==> src/rtl/core/gb3_pkg.sv <==
package gb3_pkg;

    // Pixel and field widths
    localparam int CH_W      = 8;
    localparam int ROW_W     = 16;
    localparam int COL_W     = 11;
    localparam int FW_W      = 12;
    localparam int FH_W      = 16;
    localparam int WEIGHT_W  = 16;

    // Kernel arithmetic: weights are unsigned fixed point with this many fraction bits
    localparam int WEIGHT_FRAC_BITS = 16;
    localparam int SUM_W     = CH_W + 2;
    localparam int PROD_W    = SUM_W + WEIGHT_W;
    localparam int ACC_W     = PROD_W + 2;

    // Default line buffer depth (widest supported row)
    localparam int MAX_WIDTH_DEF = 2048;

    // Channel positions inside a pixel word
    localparam int CH_RED   = 2;
    localparam int CH_GREEN = 1;
    localparam int CH_BLUE  = 0;

    // Configuration port
    localparam int CFG_IDX_W  = 3;
    localparam int CFG_DATA_W = 16;

    localparam logic [CFG_IDX_W-1:0] REG_FRAME_WIDTH   = 3'd0;
    localparam logic [CFG_IDX_W-1:0] REG_FRAME_HEIGHT  = 3'd1;
    localparam logic [CFG_IDX_W-1:0] REG_CORNER_WEIGHT = 3'd2;
    localparam logic [CFG_IDX_W-1:0] REG_EDGE_WEIGHT   = 3'd3;
    localparam logic [CFG_IDX_W-1:0] REG_CENTRE_WEIGHT = 3'd4;

    localparam logic [FW_W-1:0]     FRAME_WIDTH_RST   = 12'd640;
    localparam logic [FH_W-1:0]     FRAME_HEIGHT_RST  = 16'd480;
    localparam logic [WEIGHT_W-1:0] CORNER_WEIGHT_RST = 16'd6209;
    localparam logic [WEIGHT_W-1:0] EDGE_WEIGHT_RST   = 16'd7754;
    localparam logic [WEIGHT_W-1:0] CENTRE_WEIGHT_RST = 16'd9684;

    // One RGB888 pixel: [2] red, [1] green, [0] blue
    typedef logic [2:0][CH_W-1:0] rgb_t;

    // Line buffer entry: the pixel two rows up and the pixel one row up
    typedef struct packed {
        rgb_t two_above;
        rgb_t above;
    } line_pair_t;

    // Up to three results caused by one pixel, handed to the output sequencer
    typedef struct packed {
        rgb_t              first_px;  // pixel (r-1, c-1), blurred or passed
        rgb_t              mid_px;    // pixel (r-1, c), last column only
        rgb_t              cur_px;    // pixel (r, c), last row only
        logic [ROW_W-1:0]  row;
        logic [COL_W-1:0]  col;
    } grp_t;

endpackage

==> src/rtl/core/gb3_kernel.sv <==
module gb3_kernel import gb3_pkg::*; (
    input  logic                clk,
    input  logic                load,
    input  rgb_t [3:0]          diag,
    input  rgb_t [3:0]          orth,
    input  rgb_t                centre,
    input  logic [WEIGHT_W-1:0] corner_weight,
    input  logic [WEIGHT_W-1:0] edge_weight,
    input  logic [WEIGHT_W-1:0] centre_weight,
    output rgb_t                blurred
);

    logic [2:0][SUM_W-1:0]  diag_sum;
    logic [2:0][SUM_W-1:0]  orth_sum;
    logic [2:0][PROD_W-1:0] diag_prod_next;
    logic [2:0][PROD_W-1:0] orth_prod_next;
    logic [2:0][PROD_W-1:0] mid_prod_next;
    logic [2:0][PROD_W-1:0] diag_prod_reg;
    logic [2:0][PROD_W-1:0] orth_prod_reg;
    logic [2:0][PROD_W-1:0] mid_prod_reg;
    logic [2:0][ACC_W-1:0]  acc;
    logic [2:0][ACC_W-1:0]  scaled;

    // Neighbor sums and weight products, one set per channel
    always_comb
    begin
        for (int k = 0; k < 3; k++)
        begin
            diag_sum[k] = SUM_W'(diag[0][k]) + SUM_W'(diag[1][k])
                        + SUM_W'(diag[2][k]) + SUM_W'(diag[3][k]);
            orth_sum[k] = SUM_W'(orth[0][k]) + SUM_W'(orth[1][k])
                        + SUM_W'(orth[2][k]) + SUM_W'(orth[3][k]);
            diag_prod_next[k] = PROD_W'(diag_sum[k]) * PROD_W'(corner_weight);
            orth_prod_next[k] = PROD_W'(orth_sum[k]) * PROD_W'(edge_weight);
            mid_prod_next[k]  = PROD_W'(centre[k]) * PROD_W'(centre_weight);
        end
    end

    always_ff @(posedge clk)
    begin
        if (load)
        begin
            diag_prod_reg <= diag_prod_next;
            orth_prod_reg <= orth_prod_next;
            mid_prod_reg  <= mid_prod_next;
        end
    end

    // Add, drop the fraction, clip at full scale
    always_comb
    begin
        for (int k = 0; k < 3; k++)
        begin
            acc[k]     = ACC_W'(diag_prod_reg[k]) + ACC_W'(orth_prod_reg[k])
                       + ACC_W'(mid_prod_reg[k]);
            scaled[k]  = acc[k] >> WEIGHT_FRAC_BITS;
            blurred[k] = (|scaled[k][ACC_W-1:CH_W]) ? {CH_W{1'b1}} : scaled[k][CH_W-1:0];
        end
    end

endmodule

==> config.mk <==
export PLATFORM = sky130hd
export DESIGN_NAME = gb3_kernel
export DESIGN_NICKNAME = d
export VERILOG_FILES = /design/src/rtl/core/gb3_pkg.sv /design/src/rtl/core/gb3_kernel.sv
export SDC_FILE = /design/constraint.sdc
export NUM_CORES = 2
export LEC_CHECK = 0
export ABC_CLOCK_PERIOD_IN_PS = 21300
export BUFFER_PORTS_ARGS = -buffer_cell sky130_fd_sc_hd__buf_2
export CORE_MARGIN = 2
export CORE_UTILIZATION = 36
export CTS_CLUSTER_SIZE = 28
export DETAILED_ROUTE_END_ITERATION = 16
export SLEW_MARGIN = 20
export SYNTH_ARGS = -nofsm -noshare
export SYNTH_HDL_FRONTEND = slang
export SYNTH_SLANG_ARGS = --single-unit
==> constraint.sdc <==
create_clock -name clk -period 21.3 [get_ports clk]
set_input_delay 1.065 -clock clk [delete_from_list [all_inputs] [get_ports clk]]
set_output_delay 1.065 -clock clk [all_outputs]
set_load 0.01 [all_outputs]
[After elaboration in Yosys (flattened, before gate mapping)]
Index checks and enable logic that the tools add are counted.
W data, S select, Z words.
Storage, ports and cells
  flip-flop bits (word level): 228
  bits of input ports: 266
  logic and storage cells: 48
Operators by class
  $add $sub $neg: 24
  $mul: 9
  mux-type cells: 3
  reduce and logical (&&, ||, !) cells: 3
Operator list (count)
  $mul A10 B16 Y26: 6
  $add A27 B24 Y28: 3
  $add A26 B26 Y27: 3
  $mul A8 B16 Y24: 3
  $add A10 B8 Y10: 6
  $add A9 B8 Y10: 6
  $add A8 B8 Y9: 6
  $mux W8: 3
  $reduce_or A4 Y1: 3

[Depth between registers and ports, before layout]
  depth in word-level cells: 4
  depth in mapped cells: 36
  gate-level depth less buffers: 35

[Worst setup path before layout]
No wires, ideal clock.
  kind: input to register
  start point: input port diag[9] (netlist bit)
  end point: register diag_prod_reg[50] (netlist bit) (data pin)
  setup time: 258 ps
  data arrival time: 8569 ps
  slack: 12473 ps
  stages on the path: 34
  buffers on the path: 1
  cells stage by stage: inv_1 > fa_1 > fa_1 > inv_1 > ha_1 > inv_1 > fa_1 > inv_1 > a21oi_1 > o21ai_0 > a21oi_1 > o21bai_1 > a21o_1 > a21o_1 > clkbuf_1 > and2_1 > fa_1 > fa_1 > fa_1 > fa_1 > inv_1 > fa_1 > inv_1 > ha_1 > o21a_1 > o21a_1 > a21o_1 > a41o_1 > a311o_1 > o31a_1 > nand4_1 > nand4b_1 > a21oi_1 > xnor2_1
RTL lines
  start: declaration: RTL line gb3_kernel.sv:4  | input rgb_t [3:0] diag,
  end signal: assignment: RTL line gb3_kernel.sv:43  | diag_prod_reg <= diag_prod_next;
  end: declaration: RTL line gb3_kernel.sv:18  | logic [2:0][PROD_W-1:0] diag_prod_reg;

==> impl_results.md <==
- Status: finished clean
- Final Hold Vio Count: 0
- Yosys cell types: 77
- Initial antenna violation count: 10
- Die width: 401 µm
- Sum of routed wire length over all layers: 142 mm
- DR vias: 40,605
- Critical path's largest stage delay: 0.64 ns
- Yosys top cell by area: sky130_fd_sc_hd__fa_1
- Detail-routed net length per standard cell: 17.2 µm
- Kind of start point of the critical path: input port
- Commonest non-fill, non-tap cell in the layout: sky130_fd_sc_hd__inv_1
- Drc violations: 0
- Detailed-router iteration count before antenna repair: 6
- Async set-reset flop share out of synthesis: 0%
- Headroom to the max-slew limit: 29.8%
- Element type at the critical path end: flop
- PostCTS Resize Cnt: 0
- Data arrival time of the critical path: 9.33 ns
- Cell depth of the worst setup path: 33
- Overall die area: 0.161 mm²
- Top cells by area in the synthesized netlist: sky130_fd_sc_hd__fa_1 (38%), sky130_fd_sc_hd__ha_1 (14%), sky130_fd_sc_hd__edfxtp_1 (12%), sky130_fd_sc_hd__inv_1 (8.3%), sky130_fd_sc_hd__and2_1 (7.3%)
- CP max FO: 16
- Cell count after synthesis: 6,014
- Deepest clock path buffer count: 3
- Maximum Capacitance Violations: 0
- Clock-pin transition on the worst setup and hold timing paths: 0.06 ns
- Initial DRC Count: 2,061
- Cell at the slowest stage of the critical path: sky130_fd_sc_hd__xor2_2
- Max frequency: 111 MHz
- Kind of critical path: input port to flop
- Worst endpoint required time: 21.61 ns
- Top flip-flop cell by instance count after synthesis: sky130_fd_sc_hd__edfxtp_1
- Post-Syn Area: 0.0568 mm²
- Final global-route overflow total: 0
- Synth warn: 0
- Post-Synthesis Mean Instance Area: 9.45 µm²
- Count of filler cells inserted in the layout: 15,511
- Number of buffers inserted by port buffering: 289
- Initial core utilization: 36.3%
- Number of buffers inserted by hold repair at cts: 0
- Placer congestion estimate: 0.870
- CP dominant cell by count: sky130_fd_sc_hd__fa_1
- Transition time at the pin with the least slew margin: 1.05 ns
- Setup-failing EPs final: 0
- Maximum number of pins on one net before global-route repair: 112
- Antenna-violating nets left: 0
- RSZ-0062 raised after global routing: no
- CTS tree: yes
- Worst Setup EP: diag_prod_reg[25]
- Number of top-level pins: 290
- Critical Path Start: diag[1]
- Post-synthesis net count: 7,990
- Share of the synthesized area in the top cell type: 37.9%
- Root buffer selected by CTS: sky130_fd_sc_hd__clkbuf_16
- Post-CTS setup-driven buffer insertion count: 0
- Vias in the first global route: 43,880
- Nets: 8,139
- Number of synthesized register bits: 228
- Sum Neg Setup Slack: 0 ns
- Sinks on Clock Net: 228
- Share of cells above drive strength 1: 6.66%
- Vert. Die Dim: 401 µm
- Share of synthesized area occupied by flip-flops and latches: 12.0%
- CTS HTree Levels: 1
- Most frequent cells in the layout: sky130_fd_sc_hd__inv_1 (1,257), sky130_fd_sc_hd__fa_1 (1,077), sky130_fd_sc_hd__nand2_1 (686), sky130_fd_sc_hd__and2_1 (663), sky130_fd_sc_hd__ha_1 (633)
- Layout overhead on the synthesized area: 8.02%
- Total clock buffers created by CTS: 28
- Buffers plus inverters on the worst setup path: 8
- Cell family with the largest share of critical-path delay: adder cells
- Num rows: 145
- Crit path time final: 9.02 ns
- Post-synth EDFFs: 228
- Global Route Usage Sum: 18.1%
- Final period utilization: 42.4%
- Hpwl dp: 112 mm
- Std-Cell Core Area: 0.157 mm²
- Via density per instance: 4.92
- Max-slew violations: 0
- Worst min path class: input port to flop
- Wire length of the first global-routing pass: 234 mm
## final cells by class
| type | count | area, µm² | share of cell area [%] |
|---|---|---|---|
| Antenna cell | 5 | 12.5 | 0.0204 |
| Clock buffer | 35 | 727 | 1.18 |
| Clock inverter | 16 | 210 | 0.342 |
| Inverter | 1257 | 4720 | 7.68 |
| Multi-Input combinational cell | 4317 | 44500 | 72.5 |
| Sequential cell | 228 | 6850 | 11.2 |
| Tap cell | 2058 | 2570 | 4.19 |
| Timing Repair Buffer | 331 | 1770 | 2.89 |
## stage by stage
stage | cells | setup WS (ns) | hold WS, ns | area (µm²) | util (%)
floorplan | 6014 | 12.47 | 1.18 | 56800 | -
CTS | 8242 | 12.05 | 1.06 | 61400 | 39.2
finish | 8247 | 12.28 | 1.03 | 61400 | 39.2
global placement | 8191 | 11.80 | 1.67 | 60400 | 38.6
global route | 8244 | 11.70 | 1.10 | 61400 | 39.2
detailed placement | 8191 | 11.46 | 1.66 | 60400 | 38.6
## cell usage after synthesis (5+ instances only)
cell	number
sky130_fd_sc_hd__o21a_1	27
sky130_fd_sc_hd__fa_1	1077
sky130_fd_sc_hd__and3_1	16
sky130_fd_sc_hd__edfxtp_1	228
sky130_fd_sc_hd__nor3_1	46
sky130_fd_sc_hd__o21ai_0	94
sky130_fd_sc_hd__a31oi_1	18
sky130_fd_sc_hd__xor2_1	61
sky130_fd_sc_hd__o21ai_1	10
sky130_fd_sc_hd__a21oi_1	193
sky130_fd_sc_hd__a21o_1	97
sky130_fd_sc_hd__o31ai_1	8
sky130_fd_sc_hd__inv_1	1257
sky130_fd_sc_hd__o211ai_1	6
sky130_fd_sc_hd__o21bai_1	40
sky130_fd_sc_hd__and2_1	663
sky130_fd_sc_hd__or2_2	6
sky130_fd_sc_hd__nand4_1	15
sky130_fd_sc_hd__or3_1	12
sky130_fd_sc_hd__nand2b_1	113
sky130_fd_sc_hd__xnor2_1	180
sky130_fd_sc_hd__o41ai_1	5
sky130_fd_sc_hd__or4_1	5
sky130_fd_sc_hd__a41oi_1	5
sky130_fd_sc_hd__ha_1	633
sky130_fd_sc_hd__nor4_1	8
sky130_fd_sc_hd__clkbuf_1	212
sky130_fd_sc_hd__nand3_1	33
sky130_fd_sc_hd__nand2_1	686
sky130_fd_sc_hd__nor2b_1	35
sky130_fd_sc_hd__nor2_1	120
sky130_fd_sc_hd__a211oi_1	22
## routing by layer
| layer | track usage [%] | part of all wire [%] |
|---|---|---|
| met2 | 31.4 | 49 |
| met5 | 0 | 0.019 |
| met4 | 4.93 | 3.0 |
| met1 | 24.2 | 44 |
| met3 | 1.42 | 4.2 |
## cells by family after synthesis
| logic type | Yosys count | synth area share [%] |
|---|---|---|
| compound gates | 589 | 6.72 |
| mux | 2 | 0.0352 |
| simple gates | 1775 | 15.9 |
| buf+inv | 1469 | 9.70 |
| xor+xnor | 241 | 3.71 |
| fa+ha+maj | 1710 | 51.9 |
| flops | 228 | 12.0 |
## how the worst min path moves through the flow
stage,slack [ns],endpoint,cells past startpoint,from
after floorplan,1.18,diag_prod_reg[0],0,load
after global placement,1.67,mid_prod_reg[0],2,centre[0]
after detailed placement,1.66,mid_prod_reg[52],2,centre[16]
after CTS,1.06,mid_prod_reg[52],2,centre[16]
after global routing,1.10,mid_prod_reg[0],2,centre[0]
final,1.03,mid_prod_reg[22],1,load
Power is left out: the tool's default activity adds up to more than one toggle a clock period on the data nets, which glitch-free logic cannot reach.
