<file path="config.mk">
export PLATFORM = sky130hd
export DESIGN_NAME = gb3_emit_flat
export DESIGN_NICKNAME = d
export VERILOG_FILES = /design/src/rtl/core/gb3_pkg.sv /design/src/rtl/core/gb3_if.sv /design/src/rtl/core/gb3_emit.sv /design/src/flat_wrapper.sv
export SDC_FILE = /design/constraint.sdc
export NUM_CORES = 1
export LEC_CHECK = 0
export BUFFER_PORTS_ARGS = -buffer_cell sky130_fd_sc_hd__buf_2
export CORE_MARGIN = 10
export CORE_UTILIZATION = 47
export CTS_CLUSTER_SIZE = 24
export DETAILED_ROUTE_END_ITERATION = 16
export PLACE_DENSITY = 0.79
export SYNTH_ARGS = -nofsm -noshare
export SYNTH_HDL_FRONTEND = slang
export SYNTH_SLANG_ARGS = --single-unit
</file>
<file path="constraint.sdc">
create_clock -name clk -period 3.45 [get_ports clk]
set_input_delay 0.69 -clock clk [delete_from_list [all_inputs] [get_ports clk]]
set_output_delay 0.69 -clock clk [all_outputs]
set_load 0.005 [all_outputs]
</file>
<file path="src/rtl/core/gb3_pkg.sv">
package gb3_pkg;

    // Pixel and field widths
    localparam int CH_W      = 8;
    localparam int ROW_W     = 16;
    localparam int COL_W     = 11;
    localparam int FW_W      = 12;
    localparam int FH_W      = 16;
    localparam int WEIGHT_W  = 16;

    // Kernel arithmetic: weights are unsigned fixed point with this many fraction bits
    localparam int WEIGHT_FRAC_BITS = 16;
    localparam int SUM_W     = CH_W + 2;
    localparam int PROD_W    = SUM_W + WEIGHT_W;
    localparam int ACC_W     = PROD_W + 2;

    // Default line buffer depth (widest supported row)
    localparam int MAX_WIDTH_DEF = 2048;

    // Channel positions inside a pixel word
    localparam int CH_RED   = 2;
    localparam int CH_GREEN = 1;
    localparam int CH_BLUE  = 0;

    // Configuration port
    localparam int CFG_IDX_W  = 3;
    localparam int CFG_DATA_W = 16;

    localparam logic [CFG_IDX_W-1:0] REG_FRAME_WIDTH   = 3'd0;
    localparam logic [CFG_IDX_W-1:0] REG_FRAME_HEIGHT  = 3'd1;
    localparam logic [CFG_IDX_W-1:0] REG_CORNER_WEIGHT = 3'd2;
    localparam logic [CFG_IDX_W-1:0] REG_EDGE_WEIGHT   = 3'd3;
    localparam logic [CFG_IDX_W-1:0] REG_CENTRE_WEIGHT = 3'd4;

    localparam logic [FW_W-1:0]     FRAME_WIDTH_RST   = 12'd640;
    localparam logic [FH_W-1:0]     FRAME_HEIGHT_RST  = 16'd480;
    localparam logic [WEIGHT_W-1:0] CORNER_WEIGHT_RST = 16'd6209;
    localparam logic [WEIGHT_W-1:0] EDGE_WEIGHT_RST   = 16'd7754;
    localparam logic [WEIGHT_W-1:0] CENTRE_WEIGHT_RST = 16'd9684;

    // One RGB888 pixel: [2] red, [1] green, [0] blue
    typedef logic [2:0][CH_W-1:0] rgb_t;

    // Line buffer entry: the pixel two rows up and the pixel one row up
    typedef struct packed {
        rgb_t two_above;
        rgb_t above;
    } line_pair_t;

    // Up to three results caused by one pixel, handed to the output sequencer
    typedef struct packed {
        rgb_t              first_px;  // pixel (r-1, c-1), blurred or passed
        rgb_t              mid_px;    // pixel (r-1, c), last column only
        rgb_t              cur_px;    // pixel (r, c), last row only
        logic [ROW_W-1:0]  row;
        logic [COL_W-1:0]  col;
    } grp_t;

endpackage

</file>
<file path="src/rtl/core/gb3_if.sv">


// Filtered pixel word with its position
interface gb3_result_if import gb3_pkg::*; ();
    logic             valid;
    logic             ready;
    logic [CH_W-1:0]  out_red;
    logic [CH_W-1:0]  out_green;
    logic [CH_W-1:0]  out_blue;
    logic [ROW_W-1:0] out_row;
    logic [COL_W-1:0] out_col;
    logic             last_of_run;

    modport source (output valid, output out_red, output out_green, output out_blue,
                    output out_row, output out_col, output last_of_run,
                    input ready);
    modport sink   (input valid, input out_red, input out_green, input out_blue,
                    input out_row, input out_col, input last_of_run,
                    output ready);
endinterface

</file>
<file path="src/rtl/core/gb3_emit.sv">
module gb3_emit import gb3_pkg::*; (
    input  logic                clk,
    input  logic                rst_n,
    input  logic                load,
    input  grp_t                grp,
    input  logic [2:0]          emit_mask,
    output logic                free,
    gb3_result_if.source        blurred
);

    grp_t             grp_reg;
    logic [2:0]       mask_reg;
    logic [2:0]       mask_next;
    logic [2:0]       sel;
    logic [2:0]       remaining;
    logic             grp_valid;
    logic             out_free;
    logic             out_load;
    logic             grp_done;

    logic             out_valid_reg;
    logic             out_valid_next;
    rgb_t             out_px_reg;
    rgb_t             out_px_next;
    logic [ROW_W-1:0] out_row_reg;
    logic [ROW_W-1:0] out_row_next;
    logic [COL_W-1:0] out_col_reg;
    logic [COL_W-1:0] out_col_next;
    logic             out_last_reg;

    // Pick the earliest pending result of the held group
    always_comb
    begin
        if (mask_reg[0])
        begin
            sel          = 3'b001;
            out_px_next  = grp_reg.first_px;
            out_row_next = grp_reg.row - ROW_W'(1);
            out_col_next = grp_reg.col - COL_W'(1);
        end
        else if (mask_reg[1])
        begin
            sel          = 3'b010;
            out_px_next  = grp_reg.mid_px;
            out_row_next = grp_reg.row - ROW_W'(1);
            out_col_next = grp_reg.col;
        end
        else
        begin
            sel          = 3'b100;
            out_px_next  = grp_reg.cur_px;
            out_row_next = grp_reg.row;
            out_col_next = grp_reg.col;
        end
    end

    assign grp_valid = |mask_reg;
    assign remaining = mask_reg & ~sel;
    assign out_free  = !out_valid_reg || blurred.ready;
    assign out_load  = grp_valid && out_free;
    assign grp_done  = out_load && (remaining == 3'b000);
    assign free      = !grp_valid || grp_done;

    always_comb
    begin
        if (load)
        begin
            mask_next = emit_mask;
        end
        else if (out_load)
        begin
            mask_next = remaining;
        end
        else
        begin
            mask_next = mask_reg;
        end
    end

    always_comb
    begin
        if (out_load)
        begin
            out_valid_next = 1'b1;
        end
        else if (blurred.ready)
        begin
            out_valid_next = 1'b0;
        end
        else
        begin
            out_valid_next = out_valid_reg;
        end
    end

    // Control state
    always_ff @(posedge clk or negedge rst_n)
    begin
        if (!rst_n)
        begin
            mask_reg      <= 3'b000;
            out_valid_reg <= 1'b0;
        end
        else
        begin
            mask_reg      <= mask_next;
            out_valid_reg <= out_valid_next;
        end
    end

    // Payload
    always_ff @(posedge clk)
    begin
        if (load)
        begin
            grp_reg <= grp;
        end
        if (out_load)
        begin
            out_px_reg   <= out_px_next;
            out_row_reg  <= out_row_next;
            out_col_reg  <= out_col_next;
            out_last_reg <= (remaining == 3'b000);
        end
    end

    assign blurred.valid       = out_valid_reg;
    assign blurred.out_red     = out_px_reg[CH_RED];
    assign blurred.out_green   = out_px_reg[CH_GREEN];
    assign blurred.out_blue    = out_px_reg[CH_BLUE];
    assign blurred.out_row     = out_row_reg;
    assign blurred.out_col     = out_col_reg;
    assign blurred.last_of_run = out_last_reg;

    // A new group only lands in an empty or draining slot
    a_load_when_free: assert property (@(posedge clk) disable iff (!rst_n)
        load |-> free)
        else $error("result group loaded over a pending group");

    // A word sent out that is not the last keeps the rest of its group
    a_keep_rest: assert property (@(posedge clk) disable iff (!rst_n)
        (out_load && (remaining != 3'b000)) |=> (mask_reg == $past(remaining)))
        else $error("pending results of a group lost");

    // A stalled word stays on the port unchanged until it is taken
    a_hold_word: assert property (@(posedge clk) disable iff (!rst_n)
        (blurred.valid && !blurred.ready)
            |=> (blurred.valid && $stable(out_px_reg) && $stable(out_row_reg)
                 && $stable(out_col_reg) && $stable(out_last_reg)))
        else $error("result word changed while stalled");

endmodule

</file>
<file path="src/flat_wrapper.sv">
// flat-port wrapper written by rule: the top's interface ports become plain ports
module gb3_emit_flat import gb3_pkg::*;
  (clk, rst_n, load, grp, emit_mask, free, blurred_valid, blurred_out_red, blurred_out_green, blurred_out_blue, blurred_out_row, blurred_out_col, blurred_last_of_run, blurred_ready);
  gb3_result_if blurred_i ();
  input  logic clk;
  input  logic rst_n;
  input  logic load;
  input  grp_t grp;
  input  logic [2:0] emit_mask;
  output logic free;
  output wire logic [$bits(blurred_i.valid)-1:0] blurred_valid;
  output wire logic [$bits(blurred_i.out_red)-1:0] blurred_out_red;
  output wire logic [$bits(blurred_i.out_green)-1:0] blurred_out_green;
  output wire logic [$bits(blurred_i.out_blue)-1:0] blurred_out_blue;
  output wire logic [$bits(blurred_i.out_row)-1:0] blurred_out_row;
  output wire logic [$bits(blurred_i.out_col)-1:0] blurred_out_col;
  output wire logic [$bits(blurred_i.last_of_run)-1:0] blurred_last_of_run;
  input wire logic [$bits(blurred_i.ready)-1:0] blurred_ready;
  assign blurred_valid = blurred_i.valid;
  assign blurred_out_red = blurred_i.out_red;
  assign blurred_out_green = blurred_i.out_green;
  assign blurred_out_blue = blurred_i.out_blue;
  assign blurred_out_row = blurred_i.out_row;
  assign blurred_out_col = blurred_i.out_col;
  assign blurred_last_of_run = blurred_i.last_of_run;
  assign blurred_i.ready = blurred_ready;
  gb3_emit u_core (.clk(clk), .rst_n(rst_n), .load(load), .grp(grp), .emit_mask(emit_mask), .free(free), .blurred(blurred_i));
endmodule
</file>
# ---- After elaboration in Yosys (flattened, before gate mapping)
# Index checks and enable logic that the tools add are counted.
dict set report classes {
  n_lt_le_gt_ge 0
  mul 0
  div_mod_pow 0
  addsub 2
  eq_ne 0
  muxes 11
  shifts 0
  n_bitwise 2
  reduce_logical 10
}
# operator n
set op_table {}
lappend op_table {{two-way mux 24 bit} 2}
lappend op_table {{two-way mux 16 bit} 2}
lappend op_table {{subtractor 16 x 1 -> 16 bit, second input constant} 1}
lappend op_table {{two-way mux 3 bit} 4}
lappend op_table {{two-way mux 11 bit} 1}
lappend op_table {{subtractor 11 x 1 -> 11 bit, second input constant} 1}
lappend op_table {{nonzero test 2 bit} 2}
lappend op_table {{AND 3 bit} 1}
lappend op_table {{zero test 3 bit} 1}
lappend op_table {{inverter 3 bit} 1}
lappend op_table {{OR reduction 3 bit} 1}
lappend op_table {{logical AND 1 bit} 2}
lappend op_table {{zero test 1 bit} 2}
lappend op_table {{logical OR 1 bit} 2}
lappend op_table {{two-way mux 1 bit} 2}
dict set report word_totals {
  latch_bits 0
  mem_bits_ro 0
  reg_bits 155
  mem_bits_rw 0
  memories 0
  in_bits 106
  word_cells 44
}

# ---- Longest topological paths before layout
# Gate-level depths: netlist of run 1.
dict set report depth {
  depth_word 7
  mapped_depth 6
  ltp_nobuf 5
}

# ---- Worst setup path after synthesis of run 1
# Ideal clock, no wire load.
dict set report synth_timing {
  path_type {register to register}
  from {register u_core.mask_reg[1]}
  to {register u_core.out_last_reg, in the netlist u_core.blurred.last_of_run, enable pin}
  path_slack_ns -0.106
  arrival_ns 3.094
  required_ns 2.988
  path_buffers 2
  stages_incl_launch_ff 5
  synth_period_minus_slack_ns 3.556
  path_cell_list {dfrtp_1 -> buf_2 -> clkbuf_1 -> nor3_1 -> nor2_1}
}
dict set report synth_between {
  elab_chain_cells 2
}
# item line
set synth_lines {}
lappend synth_lines {{start: declaration} gb3_emit.sv:12} ;# logic [2:0] mask_reg;
lappend synth_lines {{start signal: assignment} gb3_emit.sv:106} ;# mask_reg <= mask_next;
lappend synth_lines {{OR reduction 3 bit} gb3_emit.sv:57} ;# assign grp_valid = |mask_reg;
lappend synth_lines {{logical AND 1 bit} gb3_emit.sv:60} ;# assign out_load = grp_valid && out_free;
lappend synth_lines {{net u_core.out_load} gb3_emit.sv:18} ;# logic out_load;
lappend synth_lines {{end signal: assignment} gb3_emit.sv:123} ;# out_last_reg <= (remaining == 3'b000);
lappend synth_lines {{end: declaration} gb3_emit.sv:29} ;# logic out_last_reg;
# The timed path passes the listed nets, and every way through them passes these cells.
# A chain may end at the register's enable or synchronous reset.

# ---- Worst setup path in the final report of run 1
dict set report layout_timing {
  from {input blurred_ready}
  to {output free}
}
dict set report layout_between {
  elab_chain_cells 4
}
# item line
set layout_lines {}
lappend layout_lines {{start: declaration} flat_wrapper.sv:18} ;# input wire logic [$bits(blurred_i.ready)-1:0] blurred_ready;
lappend layout_lines {{logical OR 1 bit} gb3_emit.sv:59} ;# assign out_free = !out_valid_reg || blurred.ready;
lappend layout_lines {{logical AND 1 bit} gb3_emit.sv:60}
lappend layout_lines {{logical AND 1 bit} gb3_emit.sv:61} ;# assign grp_done = out_load && (remaining == 3'b000);
lappend layout_lines {{logical OR 1 bit} gb3_emit.sv:62} ;# assign free = !grp_valid || grp_done;
lappend layout_lines {{end: declaration} flat_wrapper.sv:10} ;# output logic free;
# Every way passes these cells.

==> results.sh, run 1 <==
export IMPL_synthAdderAreaFrac_pct=0.434
export IMPL_hold_viol_final=0
export IMPL_grt_use_met1_pct=16.7
export IMPL_clock_sinks=155
export IMPL_yosysTopAreaCell="edfxtp_1"
export IMPL_grt_busiest_layer="met2"
export IMPL_insertion_delay_ps=410
export IMPL_pin_count=160
export IMPL_power_frac_comb_pct=7.7
export IMPL_first_global_vias=3566
export IMPL_hold_buffers=0
export IMPL_finClkSkew_ps=8.08
export IMPL_root_buffer="clkbuf_16"
export IMPL_crit_path_end="free"
export IMPL_ys_async_sr_fraction_pct=2.58
export IMPL_p_clk_share_pct=38.6
export IMPL_pwr_share_seq_pct=53.7
export IMPL_synth_top_family_by_area="simple AND/OR/NAND/NOR gates"
export IMPL_synth_compound_area_share_pct=3.21
export IMPL_grt_use_met2_pct=22.5
export IMPL_power_density_nw_per_um2=604
export IMPL_r2r_start="u_core.mask_reg[0]$_DFFE_PN0P_"
export IMPL_drv_slew=0
export IMPL_period_minus_slack_ps=2460
export IMPL_drt_total_wl_mm=11.6
export IMPL_antenna_found_initial=0
export IMPL_drc=0
export IMPL_cp_slowest_cell="nor2b_1"
export IMPL_syn_nets=441
export IMPL_clk_pin_slew_ps=60
export IMPL_grt_first_pass_wirelength_mm=18.2
export IMPL_crit_fanout=7
export IMPL_r2r_cells=4
export IMPL_grt_start_max_net_pins=67
export IMPL_core_um2=12000
export IMPL_rows=40
export IMPL_ir_drop_mv=0.302
export IMPL_dr_pass1_iters=4
export IMPL_max_slew_margin_pct=51.1
export IMPL_cts_resized=0
export IMPL_cp_end_kind="output port"
export IMPL_insertedDiodeCount=0
export IMPL_tns_ps=0
export IMPL_startpoint="blurred_ready"
export IMPL_switching_power_uw=983
export IMPL_hp_class="input pin to async pin"
export IMPL_ctsHtreeMaxLevel=4
export IMPL_critPathKind="input pin to output port"
export IMPL_setup_violations=0
export IMPL_synthXorXnorAreaFrac_pct=3.65
export IMPL_start_util_pct=48.0
export IMPL_seq_area_frac_synth_pct=80.4
export IMPL_yosysTopAreaCellShare_pct=78.6
export IMPL_die_area_um2=17100
export IMPL_crit_required_ps=2760
export IMPL_gr_total_overflow=0
export IMPL_vias=3314
export IMPL_area_delta_synth_final_pct=26.8
export IMPL_rsz0062_at_grt="no"
export IMPL_cpMostUsedCell="buf_2"
export IMPL_drt_iter0_markers=204
export IMPL_gp_congestion=0.749
export IMPL_final_antenna_net_count=0
export IMPL_synth_edff_count=151
export IMPL_ys_flop_type="edfxtp_1"
export IMPL_start_kind="input pin"
export IMPL_final_core_util_pct=60.9
export IMPL_synth_seq_cells=155
export IMPL_nets=611
export IMPL_netlist_instances=333
export IMPL_slowest_delay_ps=440
export IMPL_synthTopCellsByArea="edfxtp_1 79%, mux2i_1 4.2%, o21ai_0 2.8%, nand2_1 2.5%, xor2_1 2.0%"
export IMPL_hpwl_mm=8.53
export IMPL_status="completed"
export IMPL_worstPathCellList="buf_2 > nor2b_1 > a21oi_1 > nor2_1 > o21ai_0 > buf_2"
export IMPL_cp_arrival_ps=1770
export IMPL_die_h_um=131
export IMPL_swShare_pct=22.3
export IMPL_drive_gt1_share_pct=39.0
export IMPL_vias_per_cell=5.00
export IMPL_p_int_uw=3430
export IMPL_syn_area_per_cell_um2=17.3
export IMPL_tritoncts="done"
export IMPL_synth_simple_area_share_pct=7.05
export IMPL_port_buffers=159
export IMPL_grt_use_total_pct=14.1
export IMPL_clock_path_buffers=2
export IMPL_postCtsSetupBuffers=0
export IMPL_wl_per_cell_um=17.5
export IMPL_r2r_end="u_core.blurred.out_row[10]$_DFFE_PP_"
export IMPL_largest_register_ffs=99
export IMPL_synth_cell_types=29
export IMPL_reg2reg_slack_ps=1220
export IMPL_synth_area_mux_share_pct=4.17
export IMPL_grt_use_met3_pct=6.24
export IMPL_cts_buffers=17
export IMPL_tightest_slew_ps=732
export IMPL_max_freq_ghz=0.407
export IMPL_synth_area_um2=5770
export IMPL_synth_warnings=0
export IMPL_p_leak_uw=0.00284
export IMPL_cap_viol_max_count=0
export IMPL_die_x_um=131
export IMPL_min_period_over_period_pct=71.2
==> final cells by class <==
cell class                 count  area [um2]
tap                          147         184
clock buffer                  17         425
timing repair buffer         163         853
multi-input combinational    162        1070
inverter                       4        15.0
clock inverter                15         125
sequential                   155        4640
fill                         891        4700
==> power groups by stage <==
stage	combinational, uW	sequential (uW)	clock, uW
after floorplan	140	2390	0
after global placement	340	2400	0
after detailed placement	351	2410	0
after CTS	351	2370	1740
after global routing	383	2390	1840
final	341	2370	1700
==> placed cells by master (no fill, tap or decap), types with 3 or more instances in the layout <==
cell type	Yosys	routed
nor3_1	3	3
clkinv_4	0	4
nand3_1	3	3
o21ai_0	32	32
buf_4	0	3
clkinvlp_4	0	3
xor2_1	13	13
nand2_1	39	39
clkbuf_16	0	17
clkinv_1	0	4
nor2_1	12	11
edfxtp_1	151	151
xnor2_1	11	11
buf_2	4	158
mux2i_1	24	24
inv_1	4	4
nor4_1	3	3
==> metal layers <==
| layer | up-vias | wire length (um) |
|---|---|---|
| met2 | 124 | 5690 |
| met3 | 8 | 1000 |
| met1 | 1593 | 4820 |
| li1 | 1589 | - |
| met5 | - | 0 |
| met4 | 0 | 101 |
==> synth_stat cells, types with 3 or more instances <==
cell type / instances
buf_2: 4
clkbuf_1: 8
dfrtp_1: 4
edfxtp_1: 151
inv_1: 4
mux2i_1: 24
nand2_1: 39
nand3_1: 3
nor2_1: 12
nor3_1: 3
nor4_1: 3
o21ai_0: 32
xnor2_1: 11
xor2_1: 13
==> logic make-up after synthesis <==
logic type / Yosys count
AND/OR/NAND/NOR: 76
AO/OA/AOI/OAI: 36
adder cells (fa/ha/maj): 2
multiplexers: 24
flip-flops: 155
XOR/XNOR: 24
buffers and inverters: 16
==> critical path, delay by kind of cell <==
kind                   cells  cell delay, ps
AO/OA/AOI/OAI              2             250
buffers and inverters      2             270
AND/OR/NAND/NOR            2             560
==> through the flow <==
step / std cells / power (uW) / area (um2) / hold WS, ps / worst slack, ps
2_1_floorplan: 333 / 2530 / 5770 / 394 / 752
3_3_place_gp: 631 / 2740 / 6760 / 498 / 996
3_5_place_dp: 631 / 2760 / 6760 / 503 / 995
4_1_cts: 663 / 4460 / 7310 / 69.4 / 953
5_1_grt: 663 / 4610 / 7310 / 66.8 / 822
6_report: 663 / 4410 / 7310 / 85.7 / 994
==> worst min-delay path by stage <==
stage / end / from / depth (start not counted) / slack, ps
finish: u_core.blurred.valid$_DFFE_PN0P_ / rst_n / 1 / 90
global placement: u_core.blurred.valid$_DFFE_PN0P_ / rst_n / 1 / 500
global route: u_core.blurred.valid$_DFFE_PN0P_ / rst_n / 1 / 70
detailed placement: u_core.blurred.valid$_DFFE_PN0P_ / rst_n / 1 / 500
floorplan: u_core.blurred.valid$_DFFE_PN0P_ / rst_n / 0 / 390
CTS: u_core.blurred.valid$_DFFE_PN0P_ / rst_n / 1 / 70
(Power assumes the default switching activity.)
==> inputs of run 2 (changes only) <==
- clock period: 3.45 -> 2.1 ns (I/O delays scaled with it)
==> results.sh, run 2 (same netlist as run 1, synthesis figures left out) <==
export IMPL_status="completed"
export IMPL_start_kind="flop"
export IMPL_wl_per_cell_um=17.8
export IMPL_insertion_delay_ps=420
export IMPL_drt_iter0_markers=223
export IMPL_vias_per_cell=5.00
export IMPL_fin_cells=670
export IMPL_die_area_um2=17100
export IMPL_hpwl_mm=8.44
export IMPL_max_slew_margin_pct=62.8
export IMPL_grt_first_pass_wirelength_mm=18.2
export IMPL_tns_ps=0
export IMPL_gp_congestion=0.739
export IMPL_pin_count=160
export IMPL_insertedDiodeCount=0
export IMPL_start_util_pct=48.0
export IMPL_startpoint="u_core.blurred.valid$_DFFE_PN0P_"
export IMPL_gr_total_overflow=0
export IMPL_min_period_over_period_pct=96.6
export IMPL_max_freq_ghz=0.493
export IMPL_p_leak_uw=0.00290
export IMPL_rows=40
export IMPL_drv_slew=0
export IMPL_grt_start_max_net_pins=106
export IMPL_root_buffer="clkbuf_16"
export IMPL_core_um2=12000
export IMPL_dp_cells=636
export IMPL_first_global_vias=3558
export IMPL_r2r_start="u_core.grp_reg[12]$_DFFE_PP_"
export IMPL_clock_sinks=155
export IMPL_cp_end_kind="output port"
export IMPL_die_h_um=131
export IMPL_clk_pin_slew_ps=60
export IMPL_r2r_end="u_core.blurred.out_row[10]$_DFFE_PP_"
export IMPL_crit_required_ps=1680
export IMPL_vias=3351
export IMPL_hp_class="input pin to flop"
export IMPL_drt_total_wl_mm=11.9
export IMPL_die_x_um=131
export IMPL_cp_arrival_ps=1610
export IMPL_tritoncts="done"
export IMPL_largest_register_ffs=99
export IMPL_reg2reg_slack_ps=130
export IMPL_final_antenna_net_count=0
export IMPL_most_common_layout_cells="158 x buf_2, 151 x edfxtp_1, 39 x nand2_1"
export IMPL_drive_gt1_share_pct=39.6
export IMPL_finalPower_uw=7520
export IMPL_area_delta_synth_final_pct=28.6
export IMPL_port_buffers=159
export IMPL_fin_worst_hold_slack_ps=173
export IMPL_r2r_cells=5
export IMPL_setup_violations=0
export IMPL_power_density_nw_per_um2=1010
export IMPL_dr_pass1_iters=4
export IMPL_fillCellCount=884
export IMPL_antenna_found_initial=0
export IMPL_ir_drop_mv=0.732
export IMPL_rsz0062_at_grt="no"
export IMPL_tightest_slew_ps=557
export IMPL_grt_use_total_pct=14.4
export IMPL_finClkSkew_ps=6.69
export IMPL_crit_fanout=7
export IMPL_nets=618
export IMPL_drc=0
export IMPL_cap_viol_max_count=0
export IMPL_crit_path_end="free"
export IMPL_cts_buffers=17
export IMPL_hold_viol_final=0
export IMPL_period_minus_slack_ps=2030
export IMPL_ctsHtreeMaxLevel=4
export IMPL_clock_path_buffers=2
export IMPL_final_common_cell="buf_2"
export IMPL_critPathKind="flop to output port"
-- run 2: cell types whose count changed in the layout (fill, tap and decap cells not counted), sizes merged --
cell         delta
buf             +6
inv             -1
clkinv          -4
bufinv          +2
dlygate4sd3     +1
clkbuf          +5
clkinvlp        -2
-- run 2: worst max-delay path: stages (launching register included) --
cell	delay (ps)
dfrtp_1	370
nor2b_1	130
buf_4	150
or3_1	320
o21ai_2	80
buf_2	130
-- run 2: timing repair --
| action | in CTS | in global routing |
|---|---|---|
| hold endpoints to repair | 4 | 0 |
| endpoints found under the setup margin | 1 | 1 |
| hold buffers | 1 | 0 |
| gates resized for setup | 2 | 1 |
| buffers inserted | 0 | 1 |
-- run 2: worst min-delay path by stage --
| stage | start | endpoint | slack (ps) | depth (start not counted) |
|---|---|---|---|---|
| 3_3_place_gp | rst_n | u_core.blurred.valid$_DFFE_PN0P_ | 230 | 1 |
| 3_5_place_dp | rst_n | u_core.blurred.valid$_DFFE_PN0P_ | 230 | 1 |
| 4_1_cts | grp[80] | u_core.grp_reg[80]$_DFFE_PP_ | 150 | 1 |
| 2_1_floorplan | rst_n | u_core.blurred.valid$_DFFE_PN0P_ | 120 | 0 |
| 6_report | grp[30] | u_core.grp_reg[30]$_DFFE_PP_ | 170 | 1 |
| 5_1_grt | grp[56] | u_core.grp_reg[56]$_DFFE_PP_ | 150 | 1 |
-- run 2: per-stage QoR --
step / utilization, % / setup WS (ps) / area (um2)
6_report: 61.7 / 72.1 / 7410
5_1_grt: 61.7 / 9.55 / 7410
4_1_cts: 61.6 / 12.7 / 7400
3_5_place_dp: 56.6 / 153 / 6800
3_3_place_gp: 56.6 / 221 / 6800
2_1_floorplan: - / 96.6 / 5780
-- run 2: area by class of cell --
| cell class | count | area, um2 | area share [%] |
|---|---|---|---|
| inverters | 4 | 15.0 | 0.203 |
| well taps | 147 | 184 | 2.48 |
| repair buffers | 170 | 912 | 12.3 |
| flip-flops and latches | 155 | 4640 | 62.5 |
| clock buffers | 22 | 444 | 5.99 |
| multi-input cells | 162 | 1080 | 14.5 |
| clock inverters | 10 | 143 | 1.92 |
-- run 2: per-layer routing --
metal  vias to the layer above  GRT usage, %  wire length, um
met5                         -             0                0
li1                       1605             -                -
met3                        14          6.37              849
met4                         0          5.17              146
met2                       117          23.8             6050
met1                      1615          16.1             4870
-- run 2: report_power, final --
group          switching, uW  internal (uW)  leakage, uW
registers                122           3750      0.00152
clock network           1170           1870     0.000283
logic                    324            280      0.00110
total                   1610           5910      0.00290
==> inputs of run 3 (changes only) <==
- CELL_PAD_IN_SITES_DETAIL_PLACEMENT: unset -> 0
- CELL_PAD_IN_SITES_GLOBAL_PLACEMENT: unset -> 1
- CORE_UTILIZATION: 47 -> 38
- PLACE_DENSITY: 0.79 -> unset
- PLACE_DENSITY_LB_ADDON: unset -> 0.1
==> results.sh, run 3 (same netlist as run 1, synthesis figures left out) <==
export IMPL_wl_per_cell_um=17.3
export IMPL_hpwl_mm=8.81
export IMPL_core_um2=14700
export IMPL_insertedDiodeCount=0
export IMPL_period_minus_slack_ps=2030
export IMPL_postPlaceCellArea_um2=6880
export IMPL_tns_ps=0
export IMPL_clk_pin_slew_ps=70
export IMPL_grt_first_pass_wirelength_mm=19.0
export IMPL_highest_layer="met4"
export IMPL_fillCellCount=1266
export IMPL_final_common_cell="buf_2"
export IMPL_start_util_pct=39.2
export IMPL_vias=3256
export IMPL_nets=620
export IMPL_antenna_found_initial=0
export IMPL_pre_cts_slack_ps=161
export IMPL_gr_total_overflow=0
export IMPL_critPathKind="flop to output port"
export IMPL_drt_iter0_markers=171
export IMPL_crit_fanout=5
export IMPL_grt_start_max_net_pins=43
export IMPL_gp_congestion=0.769
export IMPL_finalPower_uw=7630
export IMPL_pin_count=160
export IMPL_die_h_um=143
export IMPL_routed_wl_met3_um=919
export IMPL_die_x_um=143
export IMPL_fin_area_um2=7520
export IMPL_clock_sinks=155
export IMPL_insertion_delay_ps=420
export IMPL_most_common_layout_cells="158 x buf_2, 151 x edfxtp_1, 39 x nand2_1"
export IMPL_wl_met2_mm=5.76
export IMPL_max_freq_ghz=0.491
export IMPL_cp_end_kind="output port"
export IMPL_rows=44
export IMPL_dr_pass1_iters=4
export IMPL_hold_viol_final=0
export IMPL_cap_viol_max_count=0
export IMPL_drv_slew=0
export IMPL_start_kind="flop"
export IMPL_regArea_um2=4640
export IMPL_ctsHtreeMaxLevel=4
export IMPL_grt_use_total_pct=12.4
export IMPL_port_buffers=159
export IMPL_final_antenna_net_count=0
export IMPL_clock_path_buffers=2
export IMPL_ir_drop_mv=0.615
export IMPL_p_leak_uw=0.00294
export IMPL_die_area_um2=20500
export IMPL_cp_arrival_ps=1610
export IMPL_fin_ws_ps=65.2
export IMPL_power_density_nw_per_um2=1010
export IMPL_min_period_over_period_pct=96.9
export IMPL_rsz0062_at_grt="no"
export IMPL_met1_length_mm=5.45
export IMPL_drt_total_wl_mm=12.3
export IMPL_vias_per_cell=4.59
export IMPL_tritoncts="done"
export IMPL_crit_required_ps=1680
export IMPL_setup_violations=0
export IMPL_drive_gt1_share_pct=41.0
export IMPL_cts_buffers=17
export IMPL_hp_class="input pin to flop"
export IMPL_tightest_slew_ps=599
export IMPL_drc=0
export IMPL_area_delta_synth_final_pct=30.4
export IMPL_status="completed"
export IMPL_largest_register_ffs=99
export IMPL_max_slew_margin_pct=60.0
export IMPL_multi_input_area_um2=1090
export IMPL_first_global_vias=3527
export IMPL_postCtsSetupBuffers=0
export IMPL_finClkSkew_ps=9.54
export IMPL_root_buffer="clkbuf_16"
export IMPL_final_core_util_pct=51.2
## run 3: per-layer routing
layer,track usage (%),vias up
met5,0,-
met2,19.2,121
li1,-,1613
met1,14.8,1510
met4,4.51,0
met3,5.84,12
## run 3: report_power, final
group,switching [uW],internal [uW],leakage [uW],total [uW]
Sequential,114,3750,0.00152,3860
Combinational,328,286,0.00112,614
Clock,1260,1900,0.000301,3160
Total,1700,5940,0.00294,7630
## run 3: final cells by class
class	instances	share of cell area [%]
inverter	4	0.200
clock inverter	14	2.43
timing repair buffer	172	12.4
multi-input combinational	162	14.5
sequential	155	61.7
tap	184	3.06
clock buffer	18	5.71
## run 3: worst paths after layout
path / from / to / slack (ps) / cells after the start
worst max-delay path: u_core.blurred.valid$_DFFE_PN0P_ / free / 70 / 5
worst min-delay path: grp[42] / u_core.grp_reg[42]$_DFFE_PP_ / 170 / 1
worst max register to register: u_core.grp_reg[11]$_DFFE_PP_ / u_core.blurred.out_row[10]$_DFFE_PP_ / 140 / 5
worst min register to register: u_core.grp_reg[95]$_DFFE_PP_ / u_core.blurred.out_red[4]$_DFFE_PP_ / 530 / 2
max in group asynchronous: rst_n / u_core.mask_reg[1]$_DFFE_PN0P_ / 1590 / 2
min in group asynchronous: rst_n / u_core.blurred.valid$_DFFE_PN0P_ / 380 / 2
## run 3: what timing repair did
item,4_1_cts,5_1_grt
endpoints found under the setup margin,1,1
hold buffers,1,0
hold endpoints to repair,4,0
resized for setup,2,3
## run 3: through the flow
stage	hold slack (ps)	std cells
finish	168	709
global route	142	709
CTS	146	709
detailed placement	232	676
global placement	231	676
floorplan	124	333
## run 3: critical path, cell delays in order, from the launching register on
cell     delay, ps
dfrtp_1        380
nor2b_4        140
buf_4          150
or3_4          320
o21ai_2         70
buf_2          140
